[config.mk]
export PLATFORM = sky130hd
export DESIGN_NAME = hop_commitment_sequencer
export DESIGN_NICKNAME = d
export VERILOG_FILES = /design/src/hdl/hcs_pkg.sv /design/src/hdl/hop_commitment_sequencer.sv
export VERILOG_INCLUDE_DIRS = /design/src /design/src/hdl
export SDC_FILE = /design/constraint.sdc
export NUM_CORES = 1
export LEC_CHECK = 0
export ABC_AREA = 1
export BUFFER_PORTS_ARGS = -buffer_cell sky130_fd_sc_hd__buf_4
export CELL_PAD_IN_SITES_DETAIL_PLACEMENT = 1
export CELL_PAD_IN_SITES_GLOBAL_PLACEMENT = 2
export CORE_MARGIN = 8
export CORE_UTILIZATION = 31
export CTS_BUF_LIST = sky130_fd_sc_hd__clkbuf_16
export DETAILED_ROUTE_END_ITERATION = 10
export PLACE_DENSITY_LB_ADDON = 0.12
export SETUP_SLACK_MARGIN = 0.02
export SLEW_MARGIN = 20
export SYNTH_ARGS = -nofsm -noshare
export SYNTH_HDL_FRONTEND = slang
export SYNTH_SLANG_ARGS = --single-unit
[constraint.sdc]
create_clock -name clk -period 3 [get_ports clk]
set_clock_uncertainty 0.1 [all_clocks]
set_input_delay 0.9 -clock clk [delete_from_list [all_inputs] [get_ports clk]]
set_output_delay 0.9 -clock clk [all_outputs]
set_load 0.03 [all_outputs]
[src/hdl/hop_commitment_sequencer_macros.svh]
// ----------------------------------------------------------------------------
// hop_commitment_sequencer_macros.svh
// Assertion macros shared by the hop commitment sequencer RTL.
// ----------------------------------------------------------------------------
`ifndef HOP_COMMITMENT_SEQUENCER_MACROS_SVH
`define HOP_COMMITMENT_SEQUENCER_MACROS_SVH

`ifndef NO_ASSERTIONS

// same-cycle implication, clocked on clk, off during rst
`define HCS_ASSERT_NOW(label, ante, cons, msg) \
  label: assert property (@(posedge clk) disable iff (rst) (ante) |-> (cons)) \
    else $error(msg);

// next-cycle implication, clocked on clk, off during rst
`define HCS_ASSERT_NEXT(label, ante, cons, msg) \
  label: assert property (@(posedge clk) disable iff (rst) (ante) |=> (cons)) \
    else $error(msg);

`else

`define HCS_ASSERT_NOW(label, ante, cons, msg)
`define HCS_ASSERT_NEXT(label, ante, cons, msg)

`endif

`endif

[src/hdl/hcs_pkg.sv]
// ----------------------------------------------------------------------------
// hcs_pkg
// Types, codes and helpers for the hop commitment sequencer.
// ----------------------------------------------------------------------------
package hcs_pkg;

  localparam int TAG_WIDTH_DEF = 32;
  localparam int EV_TAG_W      = 32;

  // event kinds
  localparam logic [2:0] KIND_PUBLISH    = 3'd0;
  localparam logic [2:0] KIND_WITHDRAW   = 3'd1;
  localparam logic [2:0] KIND_LOCK       = 3'd2;
  localparam logic [2:0] KIND_LAUNCH     = 3'd3;
  localparam logic [2:0] KIND_INVALIDATE = 3'd4;
  localparam logic [2:0] KIND_LANDING    = 3'd5;

  // reject / accept reasons
  localparam logic [3:0] RSN_OK            = 4'd0;
  localparam logic [3:0] RSN_ID_REQUIRED   = 4'd1;
  localparam logic [3:0] RSN_NOT_LOCKED    = 4'd2;
  localparam logic [3:0] RSN_HOLD_BAD      = 4'd3;
  localparam logic [3:0] RSN_READY_BAD     = 4'd4;
  localparam logic [3:0] RSN_ID_MISMATCH   = 4'd5;
  localparam logic [3:0] RSN_NO_REPLACE    = 4'd6;
  localparam logic [3:0] RSN_AFTER_LOCK    = 4'd7;
  localparam logic [3:0] RSN_NO_REDIRECT   = 4'd8;
  localparam logic [3:0] RSN_DELEGATED     = 4'd9;
  localparam logic [3:0] RSN_INVALID_MODE  = 4'd10;

  // reported mode codes
  localparam logic [2:0] CODE_GROUND    = 3'd0;
  localparam logic [2:0] CODE_READY     = 3'd1;
  localparam logic [2:0] CODE_COMMITTED = 3'd2;
  localparam logic [2:0] CODE_FLIGHT    = 3'd3;
  localparam logic [2:0] CODE_LANDED    = 3'd4;
  localparam logic [2:0] CODE_EMERGENCY = 3'd5;
  localparam logic [2:0] CODE_BAD       = 3'd7;

  // protection decision / reason
  localparam logic [1:0] DEC_MAY_PLAN    = 2'd0;
  localparam logic [1:0] DEC_CONTINUE    = 2'd1;
  localparam logic [1:0] DEC_INVALIDATED = 2'd2;

  localparam logic [1:0] PRS_NONE      = 2'd0;
  localparam logic [1:0] PRS_CONTINUES = 2'd1;
  localparam logic [1:0] PRS_CTX_BAD   = 2'd2;
  localparam logic [1:0] PRS_EMERGENCY = 2'd3;

  typedef enum logic [5:0] {
    MODE_GROUND    = 6'b000001,
    MODE_READY     = 6'b000010,
    MODE_COMMITTED = 6'b000100,
    MODE_FLIGHT    = 6'b001000,
    MODE_LANDED    = 6'b010000,
    MODE_EMERGENCY = 6'b100000
  } mode_t;

  typedef struct packed {
    logic [2:0]          event_kind;
    logic                plan_tag_present;
    logic [EV_TAG_W-1:0] plan_tag;
    logic                segment_tag_present;
    logic [EV_TAG_W-1:0] segment_tag;
  } evt_t;

  typedef struct packed {
    logic       accepted;
    logic [3:0] reason;
    logic [2:0] new_mode;
    logic       may_publish;
    logic [1:0] protection_decision;
    logic [1:0] protection_reason;
  } res_t;

  function automatic logic [2:0] mode_code(mode_t m);
    logic [2:0] c;
    case (m)
      MODE_GROUND:    c = CODE_GROUND;
      MODE_READY:     c = CODE_READY;
      MODE_COMMITTED: c = CODE_COMMITTED;
      MODE_FLIGHT:    c = CODE_FLIGHT;
      MODE_LANDED:    c = CODE_LANDED;
      MODE_EMERGENCY: c = CODE_EMERGENCY;
      default:        c = CODE_BAD;
    endcase
    return c;
  endfunction

endpackage

[src/hdl/hop_commitment_sequencer.sv]
// ----------------------------------------------------------------------------
// hop_commitment_sequencer
// Hop commitment mode tracker: checks each request against the mode and the
// held plan/segment tags, updates them and reports the protection decision.
// ----------------------------------------------------------------------------
// channel | payload | handshake          | direction
// evt     | evt_t   | evt_valid/evt_stall | request in
// res     | res_t   | res_valid/res_stall | result out, one per request
//
// One request per cycle while res_stall is low, via the input register, then
// the result register. The decision is one pass over the mode register and
// two tag compares. Reset puts the mode in ground hold with no tags held.
// res_stall holds the result register; a further request waits in the input
// register, and evt_stall rises only while both registers are full and held.
// ----------------------------------------------------------------------------
`include "hop_commitment_sequencer_macros.svh"

module hop_commitment_sequencer #(
  parameter int TAG_WIDTH = hcs_pkg::TAG_WIDTH_DEF
) (
  input  logic          clk,
  input  logic          rst,
  input  logic          evt_valid,
  output logic          evt_stall,
  input  hcs_pkg::evt_t evt,
  output logic          res_valid,
  input  logic          res_stall,
  output hcs_pkg::res_t res
);
  import hcs_pkg::*;

  localparam int TagBits = (TAG_WIDTH < EV_TAG_W) ? TAG_WIDTH : EV_TAG_W;

  logic                 s1_valid;
  evt_t                 s1_evt;
  logic                 adv;

  mode_t                mode;
  mode_t                mode_next;
  logic                 held_plan_present;
  logic                 held_plan_present_next;
  logic [TAG_WIDTH-1:0] held_plan_tag;
  logic [TAG_WIDTH-1:0] held_plan_tag_next;
  logic                 held_segment_present;
  logic                 held_segment_present_next;
  logic [TAG_WIDTH-1:0] held_segment_tag;
  logic [TAG_WIDTH-1:0] held_segment_tag_next;

  logic [TAG_WIDTH-1:0] ev_plan;
  logic [TAG_WIDTH-1:0] ev_seg;
  logic                 seg_ok;
  logic                 plan_ok;
  logic [3:0]           reason;
  res_t                 res_next;

  assign adv       = s1_valid && (!res_valid || !res_stall);
  assign evt_stall = s1_valid && !adv;

  assign ev_plan = TAG_WIDTH'(s1_evt.plan_tag[TagBits-1:0]);
  assign ev_seg  = TAG_WIDTH'(s1_evt.segment_tag[TagBits-1:0]);

  assign seg_ok  = held_segment_present && s1_evt.segment_tag_present &&
                   (held_segment_tag == ev_seg);
  assign plan_ok = held_plan_present && s1_evt.plan_tag_present &&
                   (held_plan_tag == ev_plan);

  always_comb begin
    mode_next                 = mode;
    held_plan_present_next    = held_plan_present;
    held_plan_tag_next        = held_plan_tag;
    held_segment_present_next = held_segment_present;
    held_segment_tag_next     = held_segment_tag;
    reason                    = RSN_OK;
    case (mode)
      MODE_GROUND, MODE_READY, MODE_LANDED: begin
        if (s1_evt.event_kind == KIND_PUBLISH) begin
          if (!(s1_evt.plan_tag_present && s1_evt.segment_tag_present)) begin
            reason = RSN_ID_REQUIRED;
          end else begin
            mode_next                 = MODE_READY;
            held_plan_present_next    = 1'b1;
            held_plan_tag_next        = ev_plan;
            held_segment_present_next = 1'b1;
            held_segment_tag_next     = ev_seg;
          end
        end else if (s1_evt.event_kind == KIND_LAUNCH) begin
          reason = RSN_NOT_LOCKED;
        end else if (mode == MODE_READY && s1_evt.event_kind == KIND_WITHDRAW) begin
          if (!(seg_ok && plan_ok)) begin
            reason = RSN_ID_MISMATCH;
          end else begin
            mode_next                 = MODE_GROUND;
            held_plan_present_next    = 1'b0;
            held_plan_tag_next        = '0;
            held_segment_present_next = 1'b0;
            held_segment_tag_next     = '0;
          end
        end else if (mode == MODE_READY && s1_evt.event_kind == KIND_LOCK) begin
          if (!(seg_ok && plan_ok)) begin
            reason = RSN_ID_MISMATCH;
          end else begin
            mode_next = MODE_COMMITTED;
          end
        end else begin
          reason = (mode == MODE_READY) ? RSN_READY_BAD : RSN_HOLD_BAD;
        end
      end
      MODE_COMMITTED: begin
        if (s1_evt.event_kind == KIND_PUBLISH) begin
          reason = RSN_NO_REPLACE;
        end else if (s1_evt.event_kind == KIND_LAUNCH) begin
          if (!seg_ok) begin
            reason = RSN_ID_MISMATCH;
          end else begin
            mode_next = MODE_FLIGHT;
          end
        end else if (s1_evt.event_kind == KIND_INVALIDATE) begin
          mode_next = MODE_EMERGENCY;
        end else begin
          reason = RSN_AFTER_LOCK;
        end
      end
      MODE_FLIGHT: begin
        if (s1_evt.event_kind == KIND_LANDING) begin
          if (!seg_ok) begin
            reason = RSN_ID_MISMATCH;
          end else begin
            mode_next = MODE_LANDED;
          end
        end else if (s1_evt.event_kind == KIND_INVALIDATE) begin
          mode_next = MODE_EMERGENCY;
        end else begin
          reason = RSN_NO_REDIRECT;
        end
      end
      MODE_EMERGENCY: begin
        reason = RSN_DELEGATED;
      end
      default: begin
        reason = RSN_INVALID_MODE;
      end
    endcase
  end

  always_comb begin
    res_next                     = '0;
    res_next.accepted            = (reason == RSN_OK);
    res_next.reason              = reason;
    res_next.new_mode            = mode_code(mode_next);
    res_next.may_publish         = (mode_next == MODE_GROUND) || (mode_next == MODE_READY) ||
                                   (mode_next == MODE_LANDED);
    res_next.protection_decision = DEC_MAY_PLAN;
    res_next.protection_reason   = PRS_NONE;
    if (mode_next == MODE_COMMITTED || mode_next == MODE_FLIGHT) begin
      if (!held_plan_present_next || !held_segment_present_next) begin
        res_next.protection_decision = DEC_INVALIDATED;
        res_next.protection_reason   = PRS_CTX_BAD;
      end else begin
        res_next.protection_decision = DEC_CONTINUE;
        res_next.protection_reason   = PRS_CONTINUES;
      end
    end else if (mode_next == MODE_EMERGENCY) begin
      res_next.protection_decision = DEC_INVALIDATED;
      res_next.protection_reason   = PRS_EMERGENCY;
    end
  end

  // input register
  always_ff @(posedge clk) begin
    if (rst) begin
      s1_valid <= 1'b0;
    end else if (evt_valid && !evt_stall) begin
      s1_valid <= 1'b1;
    end else if (adv) begin
      s1_valid <= 1'b0;
    end
  end

  always_ff @(posedge clk) begin
    if (evt_valid && !evt_stall) begin
      s1_evt <= evt;
    end
  end

  // mode and held context
  always_ff @(posedge clk) begin
    if (rst) begin
      mode                 <= MODE_GROUND;
      held_plan_present    <= 1'b0;
      held_plan_tag        <= '0;
      held_segment_present <= 1'b0;
      held_segment_tag     <= '0;
    end else if (adv) begin
      mode                 <= mode_next;
      held_plan_present    <= held_plan_present_next;
      held_plan_tag        <= held_plan_tag_next;
      held_segment_present <= held_segment_present_next;
      held_segment_tag     <= held_segment_tag_next;
    end
  end

  // result register
  always_ff @(posedge clk) begin
    if (rst) begin
      res_valid <= 1'b0;
    end else if (adv) begin
      res_valid <= 1'b1;
    end else if (!res_stall) begin
      res_valid <= 1'b0;
    end
  end

  always_ff @(posedge clk) begin
    if (adv) begin
      res <= res_next;
    end
  end

  `HCS_ASSERT_NEXT(a_s1_hold, s1_valid && !adv, s1_valid && $stable(s1_evt), "request lost while held")
  `HCS_ASSERT_NEXT(a_mode_report, adv, res.new_mode == mode_code(mode), "reported mode differs from register")
  `HCS_ASSERT_NEXT(a_reject_keeps, adv && !res_next.accepted, $stable(mode) && $stable(held_plan_tag) && $stable(held_segment_tag) && $stable(held_plan_present) && $stable(held_segment_present), "rejected request changed state")
  `HCS_ASSERT_NEXT(a_publish_ready, adv && res_next.accepted && s1_evt.event_kind == KIND_PUBLISH, mode == MODE_READY && held_plan_present && held_segment_present, "accepted publish did not arm")
  `HCS_ASSERT_NOW(a_accept_code, res_valid, res.accepted == (res.reason == RSN_OK), "accept flag disagrees with reason")

endmodule

After elaboration in Yosys (flattened, before gate mapping). Index checks and enable logic that the tools add are counted.

Multiplexer cells: 55. Eq/ne operators: 22. Reductions and logical operators: 29.

Operator list (count): 2-to-1 mux 32 bit (7); 2-to-1 mux 6 bit (13); equality test 32 bit (2); 2-to-1 mux 4 bit (9); 2-to-1 mux 3 bit (6); one-hot mux 3 bit (6 select lines) (1); one-hot mux 6 bit (3 select lines) (1); 2-to-1 mux 1 bit (17); one-hot mux 4 bit (4 select lines) (1); equality test 6 x 1 -> 1 bit, second input constant (2); equality test 6 x 2 -> 1 bit, second input constant (2); equality test 6 x 3 -> 1 bit, second input constant (2); equality test 6 x 4 -> 1 bit, second input constant (2); equality test 6 x 5 -> 1 bit, second input constant (2); equality test 6 bit, second input constant (2); logical AND 1 bit (11); equality test 3 x 2 -> 1 bit, second input constant (2); equality test 3 bit, second input constant (2); zero test 1 bit (6); AND reduction 6 bit (1); nonzero test 2 bit (3); logical OR 1 bit (5); zero test 4 bit (1); != test 2 x 1 -> 1 bit, second input constant (2); other kinds (4) (4).

Register bits: 156. Output and inout bits: 15. Logic and storage cells: 124. Input bits: 73.

Logic depth before layout (Yosys ltp). Gate-level depths: netlist (run 1).

Depth in word-level cells: 12. Gate-level depth with buffers: 16. Mapped depth without buffers: 16.

Worst setup path before layout (run 1). OpenSTA, ideal clock, no wires.

Path type: in2reg. Start: input port res_stall. End: register s1_evt (netlist bit ev_plan[0]), enable pin. Buffers on the path: 0. Data required time: 2.477 ns. Setup time: 0.423 ns. Setup slack: -0.162 ns. Stages: 5. Arrival time: 2.639 ns. Cell sequence: nand2_1 nor2_1 inv_1 nand2_1 inv_1.

Word-level cells in the longest chain between the ends: 7.

RTL lines: start: declaration (RTL line hop_commitment_sequencer.sv:27) `input logic res_stall,`; zero test 1 bit; logical OR 1 bit (RTL line hop_commitment_sequencer.sv:56) `assign adv = s1_valid && (!res_valid || !res_stall);`; logical AND 1 bit (RTL line hop_commitment_sequencer.sv:56); zero test 1 bit (RTL line hop_commitment_sequencer.sv:57) `assign evt_stall = s1_valid && !adv;`; logical AND 1 bit (RTL line hop_commitment_sequencer.sv:57); named net evt_stall (RTL line hop_commitment_sequencer.sv:24) `output logic evt_stall,`; zero test 1 bit (RTL line hop_commitment_sequencer.sv:180) `if (evt_valid && !evt_stall) begin`; logical AND 1 bit (RTL line hop_commitment_sequencer.sv:180); end signal: assignment (RTL line hop_commitment_sequencer.sv:181) `s1_evt <= evt;`; end: declaration (RTL line hop_commitment_sequencer.sv:35) `evt_t s1_evt;`.

The timed path passes the listed nets, and every way through them passes these cells. A chain may end at the register's enable or synchronous reset.

Worst setup path after layout (run 1).
Start: register s1_evt (netlist bit ev_plan[30]). End: register held_plan_tag[0].

Word-level cells in the longest chain between the ends: 5.

RTL lines: equality test 32 bit (RTL line hop_commitment_sequencer.sv:65) `(held_plan_tag == ev_plan);`; logical AND 1 bit (RTL line hop_commitment_sequencer.sv:64) `assign plan_ok = held_plan_present && s1_evt.plan_tag_present &&`; logical AND 1 bit (RTL line hop_commitment_sequencer.sv:89) `if (!(seg_ok && plan_ok)) begin`; nonzero test 2 bit (no line); AND reduction 6 bit (no line); end signal: assignment (RTL line hop_commitment_sequencer.sv:196) `held_plan_tag <= held_plan_tag_next;`; end: declaration (RTL line hop_commitment_sequencer.sv:42) `logic [TAG_WIDTH-1:0] held_plan_tag;`.

Every way passes these cells.

==> results.txt, run 1 <==
The run finished with clean final reports. Ranked by total cell area, the synthesized netlist is headed by sky130_fd_sc_hd__edfxtp_1 (31%), sky130_fd_sc_hd__dfxtp_1 (19%), sky130_fd_sc_hd__nand2_1 (9.7%), sky130_fd_sc_hd__inv_1 (8.1%), sky130_fd_sc_hd__nor2_1 (6.6%). In the layout the commonest cells are sky130_fd_sc_hd__nand2_1 (200), sky130_fd_sc_hd__inv_1 (165), sky130_fd_sc_hd__nor2_1 (135). The synthesized area divided by synthesized cell count is around 7.8 µm².

The number of pins with negative max-slew slack in the final report was 0. The total half-perimeter wirelength after legalization and detailed placement came out at 16200 µm. The number of synthesized flops with an enable pin came out at 81.

The net count reported at finish came out at about 1100. The weighted congestion reported at the end of routability-driven placement came out at a little over 0.8. In the routed design, unresolved DRC markers number 0.

The first detailed-routing pass took 4 iterations. Clock tree synthesis selected as its root buffer the cell sky130_fd_sc_hd__clkbuf_16. For this block, the initial DRC count from the detailed router was around 260.

The total number of vias is approximately 6400. Dividing total power by cell area gives a power density of around 560 nW/µm². The worst reg2reg path startpoint is ev_plan[30].

The CTS buffer count came out at 17. In this run the cell area measured after placement is ~8700 µm². The minimum period implied by the final worst setup slack is approximately 2600 ps. The storage element area came out at about 3900 µm². The gate count of the mapped netlist is 989. The startpoint identified for the worst hold timing path is held_plan_tag[16]. The number of input and output port buffers inserted came out at 87. The total wire length came out at between 20000 and 25000 µm. Leaving out fill and tap cells, the most frequent cell in the layout is sky130_fd_sc_hd__nand2_1.

The setup path with the least slack is of type reg2reg. The number of gates resized after CTS came out at 0. The worst slew slack as a fraction of its limit is 51.6%.

The biggest area contributor in the post-synthesis netlist is sky130_fd_sc_hd__edfxtp_1. The clock-pin slew of the registers on the worst-case setup and hold paths came out at ~70 ps. The endpoint required time on the critical path came out at around 3200 ps. The number of buffers on the longest clock path came out at 2. The number of placement rows came out at 58. The deepest level of the CTS H-tree came out at 4. After routing the design area is 9320 µm². The number of antenna diodes is 0. The data arrival time of the critical path is ~2800 ps.

The clock insertion delay at the later pin of the skew report came out at 440 ps. The post-synthesis instance area is 7740 µm². The number of clock sinks came out at about 160.

The ratio of final minimum period to clock period is a little under nine tenths. For this design the top-level I/O count stands at 88. Setup violations remaining at the end of the flow were counted as 0. The number of antenna violations at the first check in global routing came out at 0.

The portion of synthesized cell area occupied by the leading cell type came out at 31.4%. The category of the worst setup path launch point is a flip-flop. The worst-case vdd ir drop is ~0.3 mV. Derived from the worst setup path, the maximum achievable clock frequency is roughly 0.39 GHz. The reg2reg setup slack came out at between 400 and 500 ps.

The fraction of final layout cells with drive strength greater than 1 came out at between 10% and 20%. The number of hold buffers added after CTS was 0. The reported max-cap violation count came out at 0. The clock tree from TritonCTS is yes.

The starting density of the core is between 30% and 40%. The maximum number of pins on one net before global-route repair came out at slightly above 80. The x dimension of the die is ~170 µm. The number of synthesized register bits came out at between 150 and 200. The count of final hold-check violations is 0. After routing, the total negative slack on setup checks comes to 0 ps. The path type of the worst min-delay path is reg2reg. The residual overflow from global routing came out at 0. The sequential area share after synthesis is roughly 51%.

The number of inserted filler cells in the final layout came out at approximately 3000. The global-route wire length before repair is roughly 35000 µm. The area of the die is about 30000 µm². The routed length per placed instance came out at between 15 and 20 µm. The overall fraction of global-route tracks in use is roughly 15%.

The leakage power total is 4.00 nW. The proportion of synthesized flip-flops having asynchronous set or reset came out at 0%. The average via count per standard cell came out at roughly 4.5. The layout overhead on the synthesized area is 20.4%. The area occupied by multi-input gates is between 2000 and 3000 µm². When the netlist entered floorplanning its net count stood at ~1100. The critical path startpoint is ev_plan[30]. After detailed placement, the design holds a cell count of about 1400. The largest fanout on the critical path is between 40 and 50.

The commonest register cell after synthesis is sky130_fd_sc_hd__edfxtp_1. The Yosys step of the flow raised 0 warnings. STA classifies the critical path endpoint as a flip-flop. Setup repair after global routing left no endpoint under its margin. The die height came out at ~170 µm. At the pin with the least slew margin, the transition time is a little over 700 ps. The placeable core area came out at between 20000 and 25000 µm². In this run the remaining antenna-violating nets after routing total 0.

The unique cell type count in the Yosys netlist came out at 42. The post-CTS setup buffer count came out at 0. The final standard cell count with taps included and fillers excluded is about 1400.

The via count of the first global-routing pass came out at a little under 7000.
## where the power goes
part	internal (mW)	switching, mW
clock	1.26	1.01
combinational	0.210	0.353
sequential	2.33	0.0561
total	3.80	1.42
## metal layers
layer	vias to the layer above	track usage, %	part of all wire (%)
met1	2993	18.5	49
met4	0	3.46	0.99
li1	3341	-	-
met5	-	0	0
met3	14	3.34	2.9
met2	79	24.8	47
## synthesized netlist by cell type (2+ instances only)
library cell,count
sky130_fd_sc_hd__inv_1,168
sky130_fd_sc_hd__nor2_2,4
sky130_fd_sc_hd__nand2_1,200
sky130_fd_sc_hd__nand3_2,2
sky130_fd_sc_hd__nor3_1,11
sky130_fd_sc_hd__dfxtp_1,74
sky130_fd_sc_hd__nand3b_1,4
sky130_fd_sc_hd__edfxtp_1,81
sky130_fd_sc_hd__nor4_1,3
sky130_fd_sc_hd__inv_2,9
sky130_fd_sc_hd__nor2_1,136
sky130_fd_sc_hd__xnor2_1,11
sky130_fd_sc_hd__a21oi_1,79
sky130_fd_sc_hd__clkbuf_1,13
sky130_fd_sc_hd__nand2_2,2
sky130_fd_sc_hd__nand3_1,43
sky130_fd_sc_hd__nand4_1,19
sky130_fd_sc_hd__o21ai_2,2
sky130_fd_sc_hd__o211ai_1,2
sky130_fd_sc_hd__o21ai_1,59
sky130_fd_sc_hd__a31oi_1,2
sky130_fd_sc_hd__a211oi_1,2
sky130_fd_sc_hd__xor2_1,6
sky130_fd_sc_hd__buf_6,14
sky130_fd_sc_hd__nor3b_1,2
sky130_fd_sc_hd__and2_1,3
sky130_fd_sc_hd__o21ai_0,23
## area by class of cell
cell class / instances / share of cell area [%]
sequential: 155 / 42.0
multi-input combinational: 627 / 31.7
timing repair buffer: 97 / 8.21
inverter: 177 / 7.17
clock buffer: 17 / 4.56
tap: 330 / 4.43
clock inverter: 15 / 1.92
## kinds of logic (layout without fill, tap and decap cells)
logic type / after synthesis / after routing / share of synthesized area (%)
xor gates and xnor gates: 17 / 17 / 1.92
AOI/OAI and AO/OA: 175 / 175 / 12.0
DFF: 155 / 155 / 50.5
buffers and inverters: 207 / 306 / 11.5
and+or+nand+nor: 435 / 435 / 24.1
## flip-flops by register name (all words and copies together) (netlist names)
signal and count:
ev_plan 32, ev_seg 32, held_plan_present 1, held_plan_tag 32, held_segment_present 1, held_segment_tag 32
mode 6, res 12, res_valid 1, s1_evt 5, s1_valid 1
## path summary, 6_finish.rpt
check                      end  depth (start not counted)
max           held_plan_tag[0]                         12
min          held_plan_tag[16]                          2
max reg2reg   held_plan_tag[0]                         12
min reg2reg  held_plan_tag[16]                          2
## critical path, cell delays in order (launching register included)
cell and delay [ps]:
sky130_fd_sc_hd__edfxtp_1 400, sky130_fd_sc_hd__xnor2_1 250, sky130_fd_sc_hd__nand2_1 130, sky130_fd_sc_hd__nor3_1 180, sky130_fd_sc_hd__nand3_1 90, sky130_fd_sc_hd__nor2_1 250
sky130_fd_sc_hd__and2_4 210, sky130_fd_sc_hd__nand2_2 80, sky130_fd_sc_hd__inv_2 120, sky130_fd_sc_hd__o21ai_4 70, sky130_fd_sc_hd__buf_4 290, sky130_fd_sc_hd__o21ai_0 210
sky130_fd_sc_hd__a21oi_1 50
## metrics by stage
step	power (mW)	worst slack, ps	hold WS (ps)	utilization (%)
finish	5.22	418	358	37.6
detailed placement	3.00	367	353	35.1
floorplan	2.76	94.4	336	-
global placement	3.00	430	345	35.1
CTS	5.31	424	363	37.6
global route	5.44	123	374	37.6
Power figures use the tool's default switching activity.
==> inputs of run 2 (changes only) <==
- GPL_TIMING_DRIVEN: not set -> 0
==> results.txt, run 2 (same netlist as run 1, synthesis figures left out) <==
The CTS buffer count is 17. The ratio of final minimum period to clock period is between 90% and 100%. The final standard cell count with taps included and fillers excluded came out at 1440. The endpoint required time on the critical path came out at roughly 3100 ps. The clock-pin slew of the registers on the worst-case setup and hold paths came out at about 70 ps.

The number of clock sinks came out at roughly 160. The number of remaining DRC errors is 0. Max-cap violations in this run came to 0. The number of inserted filler cells in the final layout came out at 3073. In the layout the commonest cells are sky130_fd_sc_hd__nand2_1 (200), sky130_fd_sc_hd__inv_1 (169), sky130_fd_sc_hd__nor2_1 (134). The number of cells in the design after placement is around 1400.

The min-delay analysis places its worst path in the category reg2reg. The leakage power total is ~4 nW. The data arrival time of the critical path came out at between 2000 and 3000 ps. Of the cells placed in the final design, the portion with a size suffix greater than 1 is 14.7%. The total half-perimeter wirelength after legalization and detailed placement is between 15000 and 20000 µm.

The count of final hold-check violations came out at 0. In this run the worst path has a maximum fanout of 5. The setup check on the worst reg-to-reg path leaves a slack of roughly 290 ps. The weighted congestion reported at the end of routability-driven placement came out at 0.804.

The number of design-rule violations left by the first detailed-router iteration came out at ~210. The die height is ~170 µm. For the pin with the worst max-slew slack, the measured transition is just under 1000 ps.

The number of optimization iterations in the first detailed-route pass came out at 4. In this run the power density over the cells is ~540 nW/µm². The net count reported at finish is between 1000 and 1500. In this run the tightest slew margin relative to its limit is between 30 and 40%. The final number of setup-violating endpoints came out at 0. The residual overflow from global routing is 0. The run finished with clean final reports.

The startpoint identified for the worst register-to-register timing path is ev_seg[8]. Relative to the synthesized area, the layout overhead comes to 21.8%. The global-route wire length before repair came out at approximately 37000 µm. The number of input and output port buffers inserted is just under 90. The minimum period implied by the final worst setup slack came out at between 2000 and 3000 ps. The routed design has approximately 22000 µm of wire.

The number of hold-repair buffers added at the cts stage is 0. The endpoint of the worst-slack reg-to-reg timing path is res[0]. The antenna violation net count after detailed routing came out at 0. The placeable core area is about 25000 µm². The number of pins with negative max-slew slack in the final report is 0.

The total number of vias is approximately 6500. The number of antenna violations at the first check in global routing came to 0. The worst hold path stage count is 2. The clock insertion delay at the later pin of the skew report is approximately 440 ps. The critical hold path startpoint is held_segment_tag[20].

The number of antenna diodes is 0. The number of cell instances on the worst register-to-register path came out at 12. The post-CTS setup buffer count is 0.

The via count of the first global-routing pass is between 6000 and 7000. The post-route setup TNS came out at 0 ps. The deepest level of the CTS H-tree is 4.

The critical path is of the reg2reg type. Setup repair after global routing left no endpoint under its margin. The longest clock path from root to sink contains 2 buffers.

The starting density of the core came out at ~31%. The average via count per standard cell is 4.52. The area of all placed cells without fillers is between 9000 and 10000 µm². In the final routed layout, each cell accounts on average for between 15 and 20 µm. The x dimension of the die came out at approximately 170 µm.

TritonCTS built the clock tree. The clock root buffer is sky130_fd_sc_hd__clkbuf_16. The cell area after placement is 8860 µm². The area of the die came out at slightly above 30000 µm². The maximum number of pins on one net before global-route repair is 37. The path with the worst hold slack has its endpoint at held_segment_tag[20]. The overall fraction of global-route tracks in use came out at between 10% and 20%. The I/O pin count is a little under 90.

STA classifies the critical path endpoint as a flip-flop. STA classifies the critical path startpoint as a flip-flop. The upper clock frequency limit is 0.369 GHz. The worst-case vdd ir drop is approximately 0.28 mV. The number of placement rows came out at between 50 and 60. The library cell used most frequently in the layout, excluding fill and tap cells, is sky130_fd_sc_hd__nand2_1.
run 2: cell count changes in the layout (fill, tap and decap cells not counted), moves of 2 or more:
| cell | change |
|---|---|
| sky130_fd_sc_hd__inv_1 | +4 |
| sky130_fd_sc_hd__buf_6 | +14 |
| sky130_fd_sc_hd__clkbuf_1 | +13 |
| sky130_fd_sc_hd__clkinv_1 | -2 |
| sky130_fd_sc_hd__clkinvlp_4 | +2 |
| sky130_fd_sc_hd__clkinv_4 | +2 |
| sky130_fd_sc_hd__inv_8 | -2 |
| sky130_fd_sc_hd__buf_4 | -6 |
run 2: worst max-delay path, cell delays in order, from the launching register on:
cell                       delay (ps)
sky130_fd_sc_hd__edfxtp_1         410
sky130_fd_sc_hd__xnor2_1          460
sky130_fd_sc_hd__nand2_1          100
sky130_fd_sc_hd__nor2_1           120
sky130_fd_sc_hd__nand2_1           70
sky130_fd_sc_hd__nor2_1           110
sky130_fd_sc_hd__nand3_2          170
sky130_fd_sc_hd__o21ai_0          200
sky130_fd_sc_hd__nand3_1          110
sky130_fd_sc_hd__nand3b_1         170
sky130_fd_sc_hd__nor2_1            70
sky130_fd_sc_hd__nand4_1          200
sky130_fd_sc_hd__o21ai_0          130
run 2: how the worst max path moves through the flow:
stage | from | to | slack (ps) | cells after the start
6_report | ev_seg[8] | res[0] | 290 | 12
5_1_grt | ev_seg[8] | res[0] | 50 | 13
3_3_place_gp | res_stall | ev_seg[7] | -440 | 6
4_1_cts | ev_plan[30] | res[0] | 220 | 10
2_1_floorplan | res_stall | ev_plan[0] | 90 | 5
3_5_place_dp | ev_plan[30] | res[0] | 270 | 10
run 2: layer usage:
metal  GRT usage (%)  wire length [µm]  up-vias
met2            25.3             10700       84
li1                -                 -     3385
met4            3.88               235        0
met3            3.19               739       12
met5               0                 0        -
met1            19.5             10800     3030
run 2: power breakdown:
group | internal, mW | switching [mW]
Clock | 1.16 | 0.954
Combinational | 0.211 | 0.347
Sequential | 2.33 | 0.0560
Total | 3.70 | 1.36
run 2: per-stage QoR:
step	power [mW]	worst slack, ps	utilization (%)	hold WS [ps]
6_report	5.06	288	38.0	355
3_5_place_dp	3.00	269	35.7	349
5_1_grt	5.28	48.3	38.0	368
3_3_place_gp	2.99	-437	35.5	345
4_1_cts	5.14	221	38.0	361
2_1_floorplan	2.76	94.4	-	336
run 2: final cells by class:
type | instances | area (µm²) | share of cell area (%)
Sequential cell | 155 | 3910 | 41.5
Multi-Input combinational cell | 627 | 2950 | 31.3
Timing Repair Buffer | 89 | 693 | 7.35
Inverter | 177 | 668 | 7.09
Clock buffer | 17 | 425 | 4.51
Tap cell | 330 | 413 | 4.38
Buffer | 30 | 223 | 2.36
Clock inverter | 15 | 141 | 1.50
run 2: what timing repair did:
action,4_1_cts,5_1_grt
hold endpoints to repair,0,0
endpoints found under the setup margin,0,1
resized for setup,0,1
